<file path="src/rtl/rhs_pkg.sv">
`default_nettype none

package rhs_pkg;

   // fixed field widths
   localparam int VALUE_W    = 32;
   localparam int NB_W       = 7;
   localparam int FRAC_W     = 17;
   localparam int READ_BIN_W = 6;
   localparam int OUT_W      = 32;
   localparam int CMD_W      = 2;
   localparam int CSR_IDX_W  = 3;

   // divider geometry: quotient never exceeds bin count minus one
   localparam int QUOT_W    = NB_W;
   localparam int PROD_W    = VALUE_W + NB_W;
   localparam int DIV_CNT_W = 3;

   localparam logic [FRAC_W-1:0] FRAC_ONE = 17'h10000;
   localparam logic [OUT_W-1:0]  OUT_MAX  = '1;

   // command codes
   localparam logic [CMD_W-1:0] CMD_CLEAR = 2'd0;
   localparam logic [CMD_W-1:0] CMD_ADD   = 2'd1;
   localparam logic [CMD_W-1:0] CMD_READ  = 2'd2;

   // register indexes
   localparam logic [CSR_IDX_W-1:0] CSR_RANGE_MIN = 3'd0;
   localparam logic [CSR_IDX_W-1:0] CSR_RANGE_MAX = 3'd1;
   localparam logic [CSR_IDX_W-1:0] CSR_BIN_COUNT = 3'd2;
   localparam logic [CSR_IDX_W-1:0] CSR_LOW_FRAC  = 3'd3;
   localparam logic [CSR_IDX_W-1:0] CSR_HIGH_FRAC = 3'd4;

   // decoded configuration seen by the sequencer
   typedef struct packed {
      logic signed [VALUE_W-1:0] range_min;
      logic signed [VALUE_W-1:0] range_max;
      logic [NB_W-1:0]           nb;
      logic [NB_W-1:0]           split_lo;
      logic [NB_W-1:0]           split_hi;
   } cfg_type;

endpackage

`default_nettype wire

</file>
<file path="src/rtl/range_histogram_with_split.sv">
// Histogram engine with range binning and a three-way split of the bins.
// Request channel (req_valid / req_stall): a command word with a sample
// value and a bin index. Clear empties all bins, add bins one sample,
// read returns one word on the response channel (rsp_valid / rsp_stall).
// Configuration channel (csr_valid / csr_ready): range, bin count and the
// two split fractions. The user must write them only while the block is
// idle; the block does not enforce this, and csr_ready is always high.
// One request is in work at a time; req_stall is high until it finishes.
// Clear: one bin written per cycle over all BINS bins. Add: a multiply
// step, then the compare/subtract divider loop that turns the offset into
// a bin index, then a read-modify-write. Read: one bin per cycle through
// the memory read port into a single shared saturating adder for the three
// totals. Reset: the configuration returns to its defaults and a clearing
// pass runs through the bin memory, with req_stall high.
// The response word sits in an output register; while rsp_stall holds it,
// clear and add requests proceed, and a further read waits at its end.

`default_nettype none

module range_histogram_with_split #(
   parameter int BINS        = 64,
   parameter int COUNT_WIDTH = 32
) (
   input  wire logic                              clock,
   input  wire logic                              reset,
   input  wire logic                              req_valid,
   output logic                                   req_stall,
   input  wire logic [rhs_pkg::CMD_W-1:0]         req_command,
   input  wire logic signed [rhs_pkg::VALUE_W-1:0] req_sample_value,
   input  wire logic [rhs_pkg::READ_BIN_W-1:0]    req_read_bin,
   output logic                                   rsp_valid,
   input  wire logic                              rsp_stall,
   output logic [rhs_pkg::OUT_W-1:0]              rsp_bin_value,
   output logic [rhs_pkg::OUT_W-1:0]              rsp_peak_count,
   output logic [rhs_pkg::OUT_W-1:0]              rsp_below_total,
   output logic [rhs_pkg::OUT_W-1:0]              rsp_selected_total,
   output logic [rhs_pkg::OUT_W-1:0]              rsp_above_total,
   input  wire logic                              csr_valid,
   output logic                                   csr_ready,
   input  wire logic [rhs_pkg::CSR_IDX_W-1:0]     csr_index,
   input  wire logic [rhs_pkg::VALUE_W-1:0]       csr_data
);

   localparam int ADDR_W = $clog2(BINS);
   localparam int CMP_W  = (ADDR_W > rhs_pkg::NB_W) ? ADDR_W : rhs_pkg::NB_W;
   localparam int OW     = rhs_pkg::OUT_W;

   typedef enum logic [7:0] {
      ST_CLEAR  = 8'b0000_0001,
      ST_IDLE   = 8'b0000_0010,
      ST_MUL    = 8'b0000_0100,
      ST_DIV    = 8'b0000_1000,
      ST_FETCH  = 8'b0001_0000,
      ST_UPDATE = 8'b0010_0000,
      ST_SCAN   = 8'b0100_0000,
      ST_LOAD   = 8'b1000_0000
   } state_type;

   function automatic logic [OW-1:0] out_sat(input logic [COUNT_WIDTH-1:0] v);
      logic [COUNT_WIDTH+OW-1:0] w;
      w = (COUNT_WIDTH + OW)'(v);
      return (w > (COUNT_WIDTH + OW)'(rhs_pkg::OUT_MAX)) ? rhs_pkg::OUT_MAX : w[OW-1:0];
   endfunction

   rhs_pkg::cfg_type cfg;

   state_type                        state_ff, state_in;
   logic [ADDR_W-1:0]                addr_ff, addr_in;
   logic                             rdv_ff, rdv_in;
   logic [ADDR_W-1:0]                rdi_ff, rdi_in;
   logic [rhs_pkg::VALUE_W-1:0]      off_ff, off_in;
   logic [rhs_pkg::VALUE_W-1:0]      span_ff, span_in;
   logic [rhs_pkg::READ_BIN_W-1:0]   rb_ff, rb_in;
   logic [COUNT_WIDTH-1:0]           peak_ff, peak_in;
   logic [COUNT_WIDTH-1:0]           below_ff, below_in;
   logic [COUNT_WIDTH-1:0]           sel_ff, sel_in;
   logic [COUNT_WIDTH-1:0]           above_ff, above_in;
   logic [COUNT_WIDTH-1:0]           binv_ff, binv_in;
   logic                             rsp_valid_ff, rsp_valid_in;
   logic [OW-1:0]                    rsp_bin_ff, rsp_bin_in;
   logic [OW-1:0]                    rsp_peak_ff, rsp_peak_in;
   logic [OW-1:0]                    rsp_below_ff, rsp_below_in;
   logic [OW-1:0]                    rsp_sel_ff, rsp_sel_in;
   logic [OW-1:0]                    rsp_above_ff, rsp_above_in;

   logic                             req_accept;
   logic signed [rhs_pkg::VALUE_W:0] sample_ext;
   logic signed [rhs_pkg::VALUE_W:0] min_ext;
   logic signed [rhs_pkg::VALUE_W:0] max_ext;
   logic signed [rhs_pkg::VALUE_W:0] off_full;
   logic signed [rhs_pkg::VALUE_W:0] span_full;
   logic                             in_range;
   logic [rhs_pkg::NB_W-1:0]         nb_last;

   logic                             div_start;
   logic [rhs_pkg::PROD_W-1:0]       div_numer;
   logic                             div_done;
   logic [rhs_pkg::QUOT_W-1:0]       div_quot;

   logic                             mem_wr_en;
   logic [ADDR_W-1:0]                mem_wr_addr;
   logic [COUNT_WIDTH-1:0]           mem_wr_data;
   logic [ADDR_W-1:0]                mem_rd_addr;
   logic [COUNT_WIDTH-1:0]           mem_rd_data;

   logic [CMP_W-1:0]                 rdi_cmp;
   logic                             in_below;
   logic                             in_sel;
   logic [COUNT_WIDTH-1:0]           acc_cur;
   logic [COUNT_WIDTH:0]             acc_sum;
   logic [COUNT_WIDTH-1:0]           acc_new;
   logic                             slot_free;

   rhs_csr #(
      .BINS(BINS)
   ) u_csr (
      .clock     (clock),
      .reset     (reset),
      .csr_valid (csr_valid),
      .csr_ready (csr_ready),
      .csr_index (csr_index),
      .csr_data  (csr_data),
      .cfg       (cfg)
   );

   rhs_divider u_div (
      .clock (clock),
      .reset (reset),
      .start (div_start),
      .numer (div_numer),
      .denom (span_ff),
      .done  (div_done),
      .quot  (div_quot)
   );

   rhs_bin_mem #(
      .BINS        (BINS),
      .COUNT_WIDTH (COUNT_WIDTH)
   ) u_mem (
      .clock   (clock),
      .wr_en   (mem_wr_en),
      .wr_addr (mem_wr_addr),
      .wr_data (mem_wr_data),
      .rd_addr (mem_rd_addr),
      .rd_data (mem_rd_data)
   );

   assign req_stall  = (state_ff != ST_IDLE);
   assign req_accept = req_valid && !req_stall;
   assign slot_free  = !rsp_valid_ff || !rsp_stall;
   assign nb_last    = cfg.nb - 1'b1;

   // range check and offset of an incoming sample
   always_comb begin
      sample_ext = {req_sample_value[rhs_pkg::VALUE_W-1], req_sample_value};
      min_ext    = {cfg.range_min[rhs_pkg::VALUE_W-1], cfg.range_min};
      max_ext    = {cfg.range_max[rhs_pkg::VALUE_W-1], cfg.range_max};
      off_full   = sample_ext - min_ext;
      span_full  = max_ext - min_ext;
      in_range   = (max_ext > min_ext) && (sample_ext >= min_ext) && (sample_ext <= max_ext);
   end

   // offset times (bins - 1), registered inside the divider
   assign div_start = (state_ff == ST_MUL);
   assign div_numer = rhs_pkg::PROD_W'(off_ff) * rhs_pkg::PROD_W'(nb_last);

   // zone of the bin coming back from memory, one shared saturating adder
   always_comb begin
      rdi_cmp  = CMP_W'(rdi_ff);
      in_below = (rdi_cmp < CMP_W'(cfg.split_lo));
      in_sel   = !in_below && (rdi_cmp < CMP_W'(cfg.split_hi));
      if (in_below) begin
         acc_cur = below_ff;
      end else if (in_sel) begin
         acc_cur = sel_ff;
      end else begin
         acc_cur = above_ff;
      end
      acc_sum = (COUNT_WIDTH + 1)'(acc_cur) + (COUNT_WIDTH + 1)'(mem_rd_data);
      acc_new = acc_sum[COUNT_WIDTH] ? '1 : acc_sum[COUNT_WIDTH-1:0];
   end

   // memory port steering
   always_comb begin
      mem_wr_en   = 1'b0;
      mem_wr_addr = addr_ff;
      mem_wr_data = '0;
      mem_rd_addr = addr_ff;
      case (state_ff)
         ST_CLEAR: begin
            mem_wr_en = 1'b1;
         end
         ST_FETCH: begin
            mem_rd_addr = ADDR_W'(div_quot);
         end
         ST_UPDATE: begin
            mem_wr_en   = 1'b1;
            mem_wr_addr = ADDR_W'(div_quot);
            mem_wr_data = (&mem_rd_data) ? mem_rd_data : mem_rd_data + COUNT_WIDTH'(1);
         end
         default: ;
      endcase
   end

   // sequencer
   always_comb begin
      state_in     = state_ff;
      addr_in      = addr_ff;
      rdv_in       = 1'b0;
      rdi_in       = addr_ff;
      off_in       = off_ff;
      span_in      = span_ff;
      rb_in        = rb_ff;
      peak_in      = peak_ff;
      below_in     = below_ff;
      sel_in       = sel_ff;
      above_in     = above_ff;
      binv_in      = binv_ff;
      rsp_valid_in = rsp_valid_ff && rsp_stall;
      rsp_bin_in   = rsp_bin_ff;
      rsp_peak_in  = rsp_peak_ff;
      rsp_below_in = rsp_below_ff;
      rsp_sel_in   = rsp_sel_ff;
      rsp_above_in = rsp_above_ff;

      // fold the bin read last cycle into the totals
      if (rdv_ff) begin
         if (mem_rd_data > peak_ff) begin
            peak_in = mem_rd_data;
         end
         if (in_below) begin
            below_in = acc_new;
         end else if (in_sel) begin
            sel_in = acc_new;
         end else begin
            above_in = acc_new;
         end
         if (rdi_cmp == CMP_W'(rb_ff)) begin
            binv_in = mem_rd_data;
         end
      end

      case (state_ff)
         ST_CLEAR: begin
            addr_in = addr_ff + 1'b1;
            if (addr_ff == ADDR_W'(BINS - 1)) begin
               addr_in  = '0;
               state_in = ST_IDLE;
            end
         end
         ST_IDLE: begin
            if (req_accept) begin
               case (req_command)
                  rhs_pkg::CMD_CLEAR: begin
                     addr_in  = '0;
                     state_in = ST_CLEAR;
                  end
                  rhs_pkg::CMD_ADD: begin
                     if (in_range) begin
                        off_in   = off_full[rhs_pkg::VALUE_W-1:0];
                        span_in  = span_full[rhs_pkg::VALUE_W-1:0];
                        state_in = ST_MUL;
                     end
                  end
                  rhs_pkg::CMD_READ: begin
                     rb_in    = req_read_bin;
                     addr_in  = '0;
                     peak_in  = '0;
                     below_in = '0;
                     sel_in   = '0;
                     above_in = '0;
                     binv_in  = '0;
                     state_in = ST_SCAN;
                  end
                  default: ;
               endcase
            end
         end
         ST_MUL: begin
            state_in = ST_DIV;
         end
         ST_DIV: begin
            if (div_done) begin
               state_in = ST_FETCH;
            end
         end
         ST_FETCH: begin
            state_in = ST_UPDATE;
         end
         ST_UPDATE: begin
            state_in = ST_IDLE;
         end
         ST_SCAN: begin
            rdv_in  = 1'b1;
            addr_in = addr_ff + 1'b1;
            if (CMP_W'(addr_ff) == CMP_W'(nb_last)) begin
               addr_in  = '0;
               state_in = ST_LOAD;
            end
         end
         ST_LOAD: begin
            if (!rdv_ff && slot_free) begin
               rsp_valid_in = 1'b1;
               rsp_bin_in   = out_sat(binv_ff);
               rsp_peak_in  = out_sat(peak_ff);
               rsp_below_in = out_sat(below_ff);
               rsp_sel_in   = out_sat(sel_ff);
               rsp_above_in = out_sat(above_ff);
               state_in     = ST_IDLE;
            end
         end
         default: begin
            state_in = ST_IDLE;
         end
      endcase
   end

   always_ff @(posedge clock) begin
      if (reset) begin
         state_ff     <= ST_CLEAR;
         addr_ff      <= '0;
         rdv_ff       <= 1'b0;
         rsp_valid_ff <= 1'b0;
      end else begin
         state_ff     <= state_in;
         addr_ff      <= addr_in;
         rdv_ff       <= rdv_in;
         rsp_valid_ff <= rsp_valid_in;
      end
   end

   always_ff @(posedge clock) begin
      rdi_ff       <= rdi_in;
      off_ff       <= off_in;
      span_ff      <= span_in;
      rb_ff        <= rb_in;
      peak_ff      <= peak_in;
      below_ff     <= below_in;
      sel_ff       <= sel_in;
      above_ff     <= above_in;
      binv_ff      <= binv_in;
      rsp_bin_ff   <= rsp_bin_in;
      rsp_peak_ff  <= rsp_peak_in;
      rsp_below_ff <= rsp_below_in;
      rsp_sel_ff   <= rsp_sel_in;
      rsp_above_ff <= rsp_above_in;
   end

   assign rsp_valid          = rsp_valid_ff;
   assign rsp_bin_value      = rsp_bin_ff;
   assign rsp_peak_count     = rsp_peak_ff;
   assign rsp_below_total    = rsp_below_ff;
   assign rsp_selected_total = rsp_sel_ff;
   assign rsp_above_total    = rsp_above_ff;

`ifndef SYNTHESIS
   // a response word only appears at the end of a read scan
   a_rsp_from_load: assert property (@(posedge clock) disable iff (reset)
      $rose(rsp_valid) |-> $past(state_ff == ST_LOAD))
      else $error("response raised outside the load step");

   // divider finishes only while the sequencer waits on it
   a_div_done_in_div: assert property (@(posedge clock) disable iff (reset)
      div_done |-> (state_ff == ST_DIV))
      else $error("divider done outside the divide step");

   // the computed bin index stays inside the bins in use
   a_index_in_range: assert property (@(posedge clock) disable iff (reset)
      (state_ff == ST_UPDATE) |-> (CMP_W'(div_quot) < CMP_W'(cfg.nb)))
      else $error("bin index beyond bin count");
`endif

endmodule

`default_nettype wire

</file>
<file path="src/rtl/rhs_csr.sv">
`default_nettype none

module rhs_csr #(
   parameter int BINS = 64
) (
   input  wire logic                            clock,
   input  wire logic                            reset,
   input  wire logic                            csr_valid,
   output logic                                 csr_ready,
   input  wire logic [rhs_pkg::CSR_IDX_W-1:0]   csr_index,
   input  wire logic [rhs_pkg::VALUE_W-1:0]     csr_data,
   output rhs_pkg::cfg_type                     cfg
);

   logic signed [rhs_pkg::VALUE_W-1:0] range_min_ff, range_min_in;
   logic signed [rhs_pkg::VALUE_W-1:0] range_max_ff, range_max_in;
   logic [rhs_pkg::NB_W-1:0]           bin_count_ff, bin_count_in;
   logic [rhs_pkg::FRAC_W-1:0]         low_frac_ff, low_frac_in;
   logic [rhs_pkg::FRAC_W-1:0]         high_frac_ff, high_frac_in;
   logic [rhs_pkg::NB_W-1:0]           split_lo_ff, split_lo_in;
   logic [rhs_pkg::NB_W-1:0]           split_hi_ff, split_hi_in;

   logic [rhs_pkg::NB_W-1:0]   nb;
   logic [rhs_pkg::FRAC_W-1:0] lo_c;
   logic [rhs_pkg::FRAC_W-1:0] hi_c;
   logic [23:0]                lo_prod;
   logic [23:0]                hi_prod;

   assign csr_ready = 1'b1;

   // register writes
   always_comb begin
      range_min_in = range_min_ff;
      range_max_in = range_max_ff;
      bin_count_in = bin_count_ff;
      low_frac_in  = low_frac_ff;
      high_frac_in = high_frac_ff;
      if (csr_valid && csr_ready) begin
         case (csr_index)
            rhs_pkg::CSR_RANGE_MIN: range_min_in = csr_data;
            rhs_pkg::CSR_RANGE_MAX: range_max_in = csr_data;
            rhs_pkg::CSR_BIN_COUNT: bin_count_in = csr_data[rhs_pkg::NB_W-1:0];
            rhs_pkg::CSR_LOW_FRAC:  low_frac_in  = csr_data[rhs_pkg::FRAC_W-1:0];
            rhs_pkg::CSR_HIGH_FRAC: high_frac_in = csr_data[rhs_pkg::FRAC_W-1:0];
            default: ;
         endcase
      end
   end

   // effective bin count clamped to at least 3 and to the storage
   always_comb begin
      if (bin_count_ff < 7'd3) begin
         nb = 7'd3;
      end else if (32'(bin_count_ff) > BINS) begin
         nb = rhs_pkg::NB_W'(BINS);
      end else begin
         nb = bin_count_ff;
      end
   end

   // split bins, upper raised to lower
   always_comb begin
      lo_c = (low_frac_ff > rhs_pkg::FRAC_ONE) ? rhs_pkg::FRAC_ONE : low_frac_ff;
      hi_c = (high_frac_ff > rhs_pkg::FRAC_ONE) ? rhs_pkg::FRAC_ONE : high_frac_ff;
      lo_prod = 24'(nb) * 24'(lo_c);
      hi_prod = 24'(nb) * 24'(hi_c);
      split_lo_in = lo_prod[22:16];
      split_hi_in = (hi_prod[22:16] < lo_prod[22:16]) ? lo_prod[22:16] : hi_prod[22:16];
   end

   always_ff @(posedge clock) begin
      if (reset) begin
         range_min_ff <= '0;
         range_max_ff <= 32'sd65536;
         bin_count_ff <= 7'd64;
         low_frac_ff  <= '0;
         high_frac_ff <= rhs_pkg::FRAC_ONE;
      end else begin
         range_min_ff <= range_min_in;
         range_max_ff <= range_max_in;
         bin_count_ff <= bin_count_in;
         low_frac_ff  <= low_frac_in;
         high_frac_ff <= high_frac_in;
      end
   end

   always_ff @(posedge clock) begin
      split_lo_ff <= split_lo_in;
      split_hi_ff <= split_hi_in;
   end

   assign cfg.range_min = range_min_ff;
   assign cfg.range_max = range_max_ff;
   assign cfg.nb        = nb;
   assign cfg.split_lo  = split_lo_ff;
   assign cfg.split_hi  = split_hi_ff;

endmodule

`default_nettype wire

</file>
<file path="src/rtl/rhs_divider.sv">
`default_nettype none

module rhs_divider (
   input  wire logic                         clock,
   input  wire logic                         reset,
   input  wire logic                         start,
   input  wire logic [rhs_pkg::PROD_W-1:0]   numer,
   input  wire logic [rhs_pkg::VALUE_W-1:0]  denom,
   output logic                              done,
   output logic [rhs_pkg::QUOT_W-1:0]        quot
);

   logic [rhs_pkg::PROD_W-1:0]    rem_ff, rem_in;
   logic [rhs_pkg::PROD_W-1:0]    den_ff, den_in;
   logic [rhs_pkg::QUOT_W-1:0]    quot_ff, quot_in;
   logic [rhs_pkg::DIV_CNT_W-1:0] step_ff, step_in;
   logic                          busy_ff, busy_in;
   logic                          done_ff, done_in;
   logic                          fits;

   // one compare and subtract per quotient bit, msb first
   assign fits = (rem_ff >= den_ff);

   always_comb begin
      rem_in  = rem_ff;
      den_in  = den_ff;
      quot_in = quot_ff;
      step_in = step_ff;
      busy_in = busy_ff;
      done_in = 1'b0;
      if (start) begin
         rem_in  = numer;
         den_in  = rhs_pkg::PROD_W'(denom) << (rhs_pkg::QUOT_W - 1);
         quot_in = '0;
         step_in = rhs_pkg::DIV_CNT_W'(rhs_pkg::QUOT_W);
         busy_in = 1'b1;
      end else if (busy_ff) begin
         if (fits) begin
            rem_in = rem_ff - den_ff;
         end
         quot_in = {quot_ff[rhs_pkg::QUOT_W-2:0], fits};
         den_in  = den_ff >> 1;
         step_in = step_ff - 1'b1;
         if (step_ff == rhs_pkg::DIV_CNT_W'(1)) begin
            busy_in = 1'b0;
            done_in = 1'b1;
         end
      end
   end

   always_ff @(posedge clock) begin
      if (reset) begin
         busy_ff <= 1'b0;
         done_ff <= 1'b0;
         step_ff <= '0;
      end else begin
         busy_ff <= busy_in;
         done_ff <= done_in;
         step_ff <= step_in;
      end
   end

   always_ff @(posedge clock) begin
      rem_ff  <= rem_in;
      den_ff  <= den_in;
      quot_ff <= quot_in;
   end

   assign done = done_ff;
   assign quot = quot_ff;

endmodule

`default_nettype wire

</file>
<file path="src/rtl/rhs_bin_mem.sv">
`default_nettype none

module rhs_bin_mem #(
   parameter int BINS        = 64,
   parameter int COUNT_WIDTH = 32
) (
   input  wire logic                       clock,
   input  wire logic                       wr_en,
   input  wire logic [$clog2(BINS)-1:0]    wr_addr,
   input  wire logic [COUNT_WIDTH-1:0]     wr_data,
   input  wire logic [$clog2(BINS)-1:0]    rd_addr,
   output logic [COUNT_WIDTH-1:0]          rd_data
);

   logic [COUNT_WIDTH-1:0] count_mem [BINS];
   logic [COUNT_WIDTH-1:0] rd_data_ff;

   // one write and one registered read port
   always_ff @(posedge clock) begin
      if (wr_en) begin
         count_mem[wr_addr] <= wr_data;
      end
      rd_data_ff <= count_mem[rd_addr];
   end

   assign rd_data = rd_data_ff;

endmodule

`default_nettype wire

</file>
<file path="config.mk">
export PLATFORM = sky130hd
export DESIGN_NAME = range_histogram_with_split
export DESIGN_NICKNAME = d
export VERILOG_FILES = /design/src/rtl/rhs_pkg.sv /design/src/rtl/range_histogram_with_split.sv /design/src/rtl/rhs_csr.sv /design/src/rtl/rhs_divider.sv /design/src/rtl/rhs_bin_mem.sv
export SDC_FILE = /design/constraint.sdc
export NUM_CORES = 2
export LEC_CHECK = 0
export ABC_AREA = 1
export BUFFER_PORTS_ARGS = -buffer_cell sky130_fd_sc_hd__buf_2
export CORE_UTILIZATION = 36
export DETAILED_ROUTE_END_ITERATION = 16
export GPL_TIMING_DRIVEN = 1
export PLACE_DENSITY = 0.51
export SETUP_SLACK_MARGIN = 0.4
export SYNTH_ARGS = -nofsm -noshare
export SYNTH_HDL_FRONTEND = slang
export SYNTH_SLANG_ARGS = --single-unit
</file>
<file path="constraint.sdc">
create_clock -name clock -period 9.6 [get_ports clock]
set_input_delay 1.92 -clock clock [delete_from_list [all_inputs] [get_ports clock]]
set_output_delay 1.92 -clock clock [all_outputs]
set_load 0.005 [all_outputs]
</file>
# Word-level counts from Yosys, hierarchy flattened
# Memory sizes are Yosys's and may differ from the RTL's. A register that Yosys moved wholly into a read port is not among the register bits.
# Index checks and enable logic that the tools add are counted.
totals:
  in_bits: 80
  latch_bits: 0
  ff_bits: 619
  ramBits: 2048
  output_inout_bits: 163
  n_memories: 1
  rom_bits: 0
op_classes:
  n_eq_ne: 27
  bitwise_logic: 1
  div_mod_pow: 0
  n_mul: 3
  order_cmp: 12
  addsub: 8
  n_reduce_logical: 32
  n_shift: 0
  n_mux: 69
mem_list:
  columns: ["name", "depth", "word_bits", "read_ports", "rd_ports_with_merged_regs", "wr", "line", "source"]
  rows:
  - ["u_mem.count_mem", 64, 32, 1, 1, 1, "rhs_bin_mem.sv:15", "logic [COUNT_WIDTH-1:0] count_mem [BINS];"]
op_table:
  columns: ["cell", "count"]
  rows:
  - ["$mux 32", 32]
  - ["$mux 39", 3]
  - ["$mux 38", 2]
  - ["$gt 32x32->1", 2]
  - ["$sub 32x32->32", 2]
  - ["$pmux 8 s7", 1]
  - ["$mux 8", 6]
  - ["$mul 7x17->23", 2]
  - ["$ge 39x38->1", 1]
  - ["$mul 32x7->39", 1]
  - ["$sub 39x38->39", 1]
  - ["$mux 6", 6]
  - ["$gt 17x17->1 const B", 2]
  - ["$mux 17", 2]
  - ["$add 32x32->33", 1]
  - ["$add 32x1->32 const B", 1]
  - ["$ge 32x32->1", 1]
  - ["$le 32x32->1", 1]
  - ["$reduce_and 32->1", 1]
  - ["$pmux 8 s3", 1]
  - ["$mux 7", 3]
  - ["$pmux 6 s3", 1]
  - ["$lt 6x7->1", 2]
  - ["$reduce_and 2->1", 7]
  - ["other kinds (42)", 70]

# Depth between registers and ports, before layout
logic_depth:
  ltp_word: 13
  mapped_depth: 37

# By module
# Synthesis repeated with hierarchy kept, for this count alone.
hier_totals:
  hier_cells: 12840
  area_unflattened_um2: 130137.3
by_module_without_submodules:
  columns: ["mod", "cells_per_inst", "instances", "seq_area_each_um2", "area_per_inst_um2"]
  rows:
  - ["rhs_bin_mem", 6769, 1, 62139.6, 82785.6]
  - ["range_histogram_with_split", 3632, 1, 10550.1, 29662.2]
  - ["rhs_csr", 1489, 1, 2382.3, 11128.2]
  - ["rhs_divider", 950, 1, 2492.4, 6561.3]

# Worst setup path before layout
# Ideal clock, no wire load.
synth_timing:
  path_kind: "input to register"
  start: "input rsp_stall"
  end: "register rsp_above_ff[0] (netlist: rsp_above_total[0]) (enable)"
  setup_slack_ns: 0.286
  required_ns: 8.918
  path_stages: 3
  setup_ns: 0.682
  t_arrival_ns: 8.632
  path_cell_list: "nand2_1 inv_1 nor2_1"
synth_via:
  elab_chain_len: 4
synth_rtl:
  columns: ["element", "line", "source"]
  rows:
  - ["start, declared", "range_histogram_with_split.sv:32", "input wire logic rsp_stall,"]
  - ["$logic_not 1->1", "range_histogram_with_split.sv:150", "assign slot_free = !rsp_valid_ff || !rsp_stall;"]
  - ["$logic_or 1x1->1", "range_histogram_with_split.sv:150", null]
  - ["$logic_and 1x1->1", "range_histogram_with_split.sv:302", "if (!rdv_ff && slot_free) begin"]
  - ["$reduce_and 2->1 (no source line)", null, null]
  - ["end signal, assigned", "range_histogram_with_split.sv:346", "rsp_above_ff <= rsp_above_in;"]
  - ["end, declared", "range_histogram_with_split.sv:84", "logic [OW-1:0] rsp_above_ff, rsp_above_in;"]
# No other way between the ends.
# A chain may end at the register's enable or synchronous reset.

# Worst setup path after layout
layout_timing:
  start: "register u_csr.bin_count_ff[6] in the netlist's numbering"
  end: "register u_csr.split_hi_ff[0] in the netlist's numbering"
layout_via:
  elab_chain_len: 6
  elab_cells_between_ends: 8
  cone_classes: "2 x mul; 3 x order compare; 3 x mux"
layout_rtl:
  columns: ["element", "line", "source"]
  rows:
  - ["start, declared", "rhs_csr.sv:17", "logic [rhs_pkg::NB_W-1:0] bin_count_ff, bin_count_in;"]
  - ["start signal, assigned", "rhs_csr.sv:81", "bin_count_ff <= bin_count_in;"]
  - ["$gt 7x7->1", "rhs_csr.sv:54", "end else if (32'(bin_count_ff) > BINS) begin"]
  - ["$mux 7", "rhs_csr.sv:54", null]
  - ["$mux 7 (*)", "rhs_csr.sv:52", "if (bin_count_ff < 7'd3) begin"]
  - ["$mul 7x17->23 (*)", "rhs_csr.sv:65", "lo_prod = 24'(nb) * 24'(lo_c);"]
  - ["named net u_csr.lo_prod[20]", "rhs_csr.sv:26", "logic [23:0] lo_prod;"]
  - ["$lt 7x7->1 (*)", "rhs_csr.sv:68", "split_hi_in = (hi_prod[22:16] < lo_prod[22:16]) ? lo_prod[22:16] : hi_prod[22:16];"]
  - ["$mux 7 (*)", "rhs_csr.sv:68", null]
  - ["named net u_csr.split_hi_in, one bit", "rhs_csr.sv:21", "logic [rhs_pkg::NB_W-1:0] split_hi_ff, split_hi_in;"]
  - ["end signal, assigned", "rhs_csr.sv:89", "split_hi_ff <= split_hi_in;"]
  - ["end, declared", "rhs_csr.sv:21", null]
# Mark *: on every way through the listed nets, which the timed path passes. The rest lies on a longest branch.

==> results.toml <==
[run_status]
status = "finished clean"

[pwr]
p_leak_nw = 47.10
power-per-cell-area_mw_per_mm2 = 253.0
ir_worst_vdd_mv = 0.1974

[yosys]
synth.avg_cell_area_um2 = 10.88
synth_fa_ha_area_share_pct = 8.186
synth_top_area_cell = "edfxtp_1"
synth_xor_area_share_pct = 0.8352
synth_ff_type = "edfxtp_1"
synth_edf_count = 2349
synth-simple-area-share_pct = 10.26
synth-seq-cells = 2699
synth_compound_area_share_pct = 14.75
yosysSeqAreaShare_pct = 61.11
synth_warnings = 0
netlist_instances = 11661
synth_top_family_by_area = "compound AO/OA/AOI/OAI gates"
syn_area_mm2 = 0.1269
synth_top_area_share_pct = 55.59
synth-async-reset-ratio_pct = 0
synthTopCellsByArea = "edfxtp_1, o21ai_0, dfxtp_1, nor2_1, fa_1"
synth_fp_nets = 12393
synthMuxAreaShare_pct = 0
ys_types = 57

[route]
met1_length_um = 185700
routed-via-count = 91887
wl_per_cell_um = 24.89
routed-wl-met3_um = 30690
drc = 0
drt_first_pass_iters = 6
met2WireLength_um = 187000
drt_iter0_drc = 9541
topRoutingLayerUsed = "met5"
totalWireLength_um = 414400
final_antenna_net_count = 0
routed_via_density = 5.519

[grt]
grt_start_max_net_pins = 172
grt_pass1_vias = 89880
grt_pass1_wl_um = 604400
overflow = 0
antenna_found_initial = 21
grtUsageTotal_pct = 22.70

[sta]
period_needed_ps = 7741
finalSetupTns_ps = 0
worst_slack_ps = 1859
finClkSkew_ps = 113.0
period_share_pct = 80.64
timing.fmax_ghz = 0.1292
slew_violations = 0
tightest_slew_ps = 1165
grt_setup_unrepaired = "false"
finalHoldViolCount = 0
holdWs_ps = 412.0
slew_headroom_pct = 22.33
finalSetupViolCount = 0

[flow_run]
drv_cap = 0

[place]
placed_cells = 16085
dp_hpwl_um = 247700
gp_congestion = 0.8889
dpl_worst_slack_ps = 1834
numPortBuffers = 241

[floorplanning]
die_y_um = 595.7
ioPinCount = 243
dieArea_mm2 = 0.3549
core_area_mm2 = 0.3500
placementRows = 217
initial_core_util_pct = 36.26
dieWidth_um = 595.7

[min_path]
worstHoldEndpoint = "rsp_peak_count[13]$_DFFE_PP_"
hold_depth = 0
min_from = "peak_ff[13]$_DFF_P_"
hold_class = "reg -> reg"

[clocking]
root_buffer = "clkbuf_16"
clock_path_buffers = 4
cts-resized-gates = 0
clk_pin_slew_ps = 60
worstSkewPairLatency_ps = 960
cts_buffers = 304
post-cts-setup-buffers = 0
cts_tree = "built"
hold_buffers = 0
htreeDepth = 5
cts.sinks = 2699

[setup_path]
rrSetupSlack_ps = 1860
arrival_ps = 8570
cp_max_fo = 18
worst_setup_path_start_kind = "flop"
r2r-start = "u_csr.bin_count_ff[6]$_SDFFE_PP1P_"
worstPathRequired_ps = 10430
r2r_end = "u_csr.split_hi_ff[0]$_DFF_P_"
worstRegToRegCells = 27
end_kind = "flop"
worstSetupPathType = "reg -> reg"

[cells_and_area]
layout-drive-gt1-share_pct = 8.491
fin_cells = 16649
areaGrowthSynthToFinish_pct = 13.23
fin_nets = 12524
-- registers in the layout, indices dropped and copies added, names as in the netlist, 32 cells and up --
register / count
u_div.rem_ff: 39
u_mem.rd_data: 32
peak_ff: 32
rsp_peak_count: 32
below_ff: 32
rsp_above_total: 32
u_div.den_ff: 38
binv_ff: 32
rsp_bin_value: 32
u_mem.count_mem: 2048
span_ff: 32
rsp_below_total: 32
u_csr.range_min_ff: 32
rsp_selected_total: 32
above_ff: 32
sel_ff: 32
u_csr.range_max_ff: 32
off_ff: 32
-- critical path, cell delays in order (launching register included) --
cell	delay [ps]
dfxtp_1	730
inv_1	240
nand2_1	660
buf_4	340
nor2_1	90
fa_1	490
fa_1	510
fa_1	490
inv_1	50
fa_1	470
inv_1	40
ha_1	300
nand2_1	110
o21ai_0	430
nor2_1	80
o21a_1	200
o21ai_0	140
nand3_1	80
nand3_1	110
xor2_1	350
inv_1	90
ha_1	320
a21oi_1	130
nor2_1	50
a211oi_1	660
nand2_1	320
nand2_1	130
nand2_1	50
-- cells in the final DEF, fill, tap and decap left out, types with 180 or more instances in the layout --
| master | n |
|---|---|
| inv_1 | 959 |
| clkbuf_16 | 323 |
| nand2_1 | 867 |
| nand3_1 | 334 |
| ha_1 | 355 |
| o21bai_1 | 291 |
| dfxtp_1 | 350 |
| o22ai_1 | 528 |
| fa_1 | 297 |
| buf_4 | 180 |
| o21ai_0 | 1615 |
| edfxtp_1 | 2349 |
| nor2_1 | 1772 |
| buf_2 | 241 |
| a21oi_1 | 569 |
-- routing by layer --
metal	vias to the layer above	GRT usage [%]
met2	3428	35.80
met3	562	3.692
met1	46323	32.32
met5	-	0
li1	41572	-
met4	2	6.266
-- stage by stage --
step | instance area (µm²) | power [W] | util, %
CTS | 143600 | 0.03650 | 41.04
detailed placement | 133900 | 0.02493 | 38.25
global placement | 133900 | 0.02482 | 38.25
floorplan | 126900 | 0.02116 | -
finish | 143700 | 0.03636 | 41.05
global route | 143600 | 0.03824 | 41.05
-- power by group --
group / internal [W] / leakage [nW] / total, W / switching (W)
Combinational: 0.00314 / 22.2 / 0.0107 / 0.00756
Clock: 0.00672 / 4.79 / 0.0115 / 0.00482
Sequential: 0.0134 / 20.1 / 0.0141 / 0.000699
Total: 0.0233 / 47.1 / 0.0364 / 0.0131
-- worst max path at each step --
stage / startpoint / endpoint / slack (ps) / cells after the start
after floorplan: req_sample_value[0] / off_ff[0]$_DFFE_PP_ / 790 / 16
after global placement: u_csr.bin_count_ff[6]$_SDFFE_PP1P_ / u_csr.split_hi_ff[3]$_DFF_P_ / 1910 / 28
after detailed placement: u_csr.bin_count_ff[6]$_SDFFE_PP1P_ / u_csr.split_hi_ff[5]$_DFF_P_ / 1830 / 28
after CTS: u_csr.bin_count_ff[6]$_SDFFE_PP1P_ / u_csr.split_hi_ff[0]$_DFF_P_ / 1850 / 28
after global routing: u_csr.bin_count_ff[6]$_SDFFE_PP1P_ / u_csr.split_hi_ff[0]$_DFF_P_ / 1220 / 27
final: u_csr.bin_count_ff[6]$_SDFFE_PP1P_ / u_csr.split_hi_ff[0]$_DFF_P_ / 1860 / 27
-- cell usage after synthesis, types with 43 or more instances --
library cell  count
edfxtp_1       2349
nor2_1         1847
o21ai_0        1617
inv_1           967
nand2_1         869
a21oi_1         581
o22ai_1         528
clkbuf_1        468
ha_1            355
dfxtp_1         350
nand3_1         334
fa_1            297
o21bai_1        291
o21ai_1         109
buf_2            88
xor2_1           78
nor3_1           77
nand4_1          49
xnor2_1          43
-- cell families after synthesis --
kind of cell	after synthesis
fa+ha+maj	652
simple gates	3246
flops	2699
other cells	1
buf+inv	1595
compound gates	3347
xor+xnor	121
-- area by class of cell --
class | count | area [µm²]
antenna | 14 | 35.03
clock buffer | 400 | 8482
clock inverter | 150 | 1314
fill | 33037 | 206300
inverter | 985 | 3725
multi-input combinational | 7367 | 43990
sequential | 2699 | 77540
tap | 4599 | 5754
timing repair buffer | 435 | 2838
No activity file was read; power rests on OpenSTA's default activity.
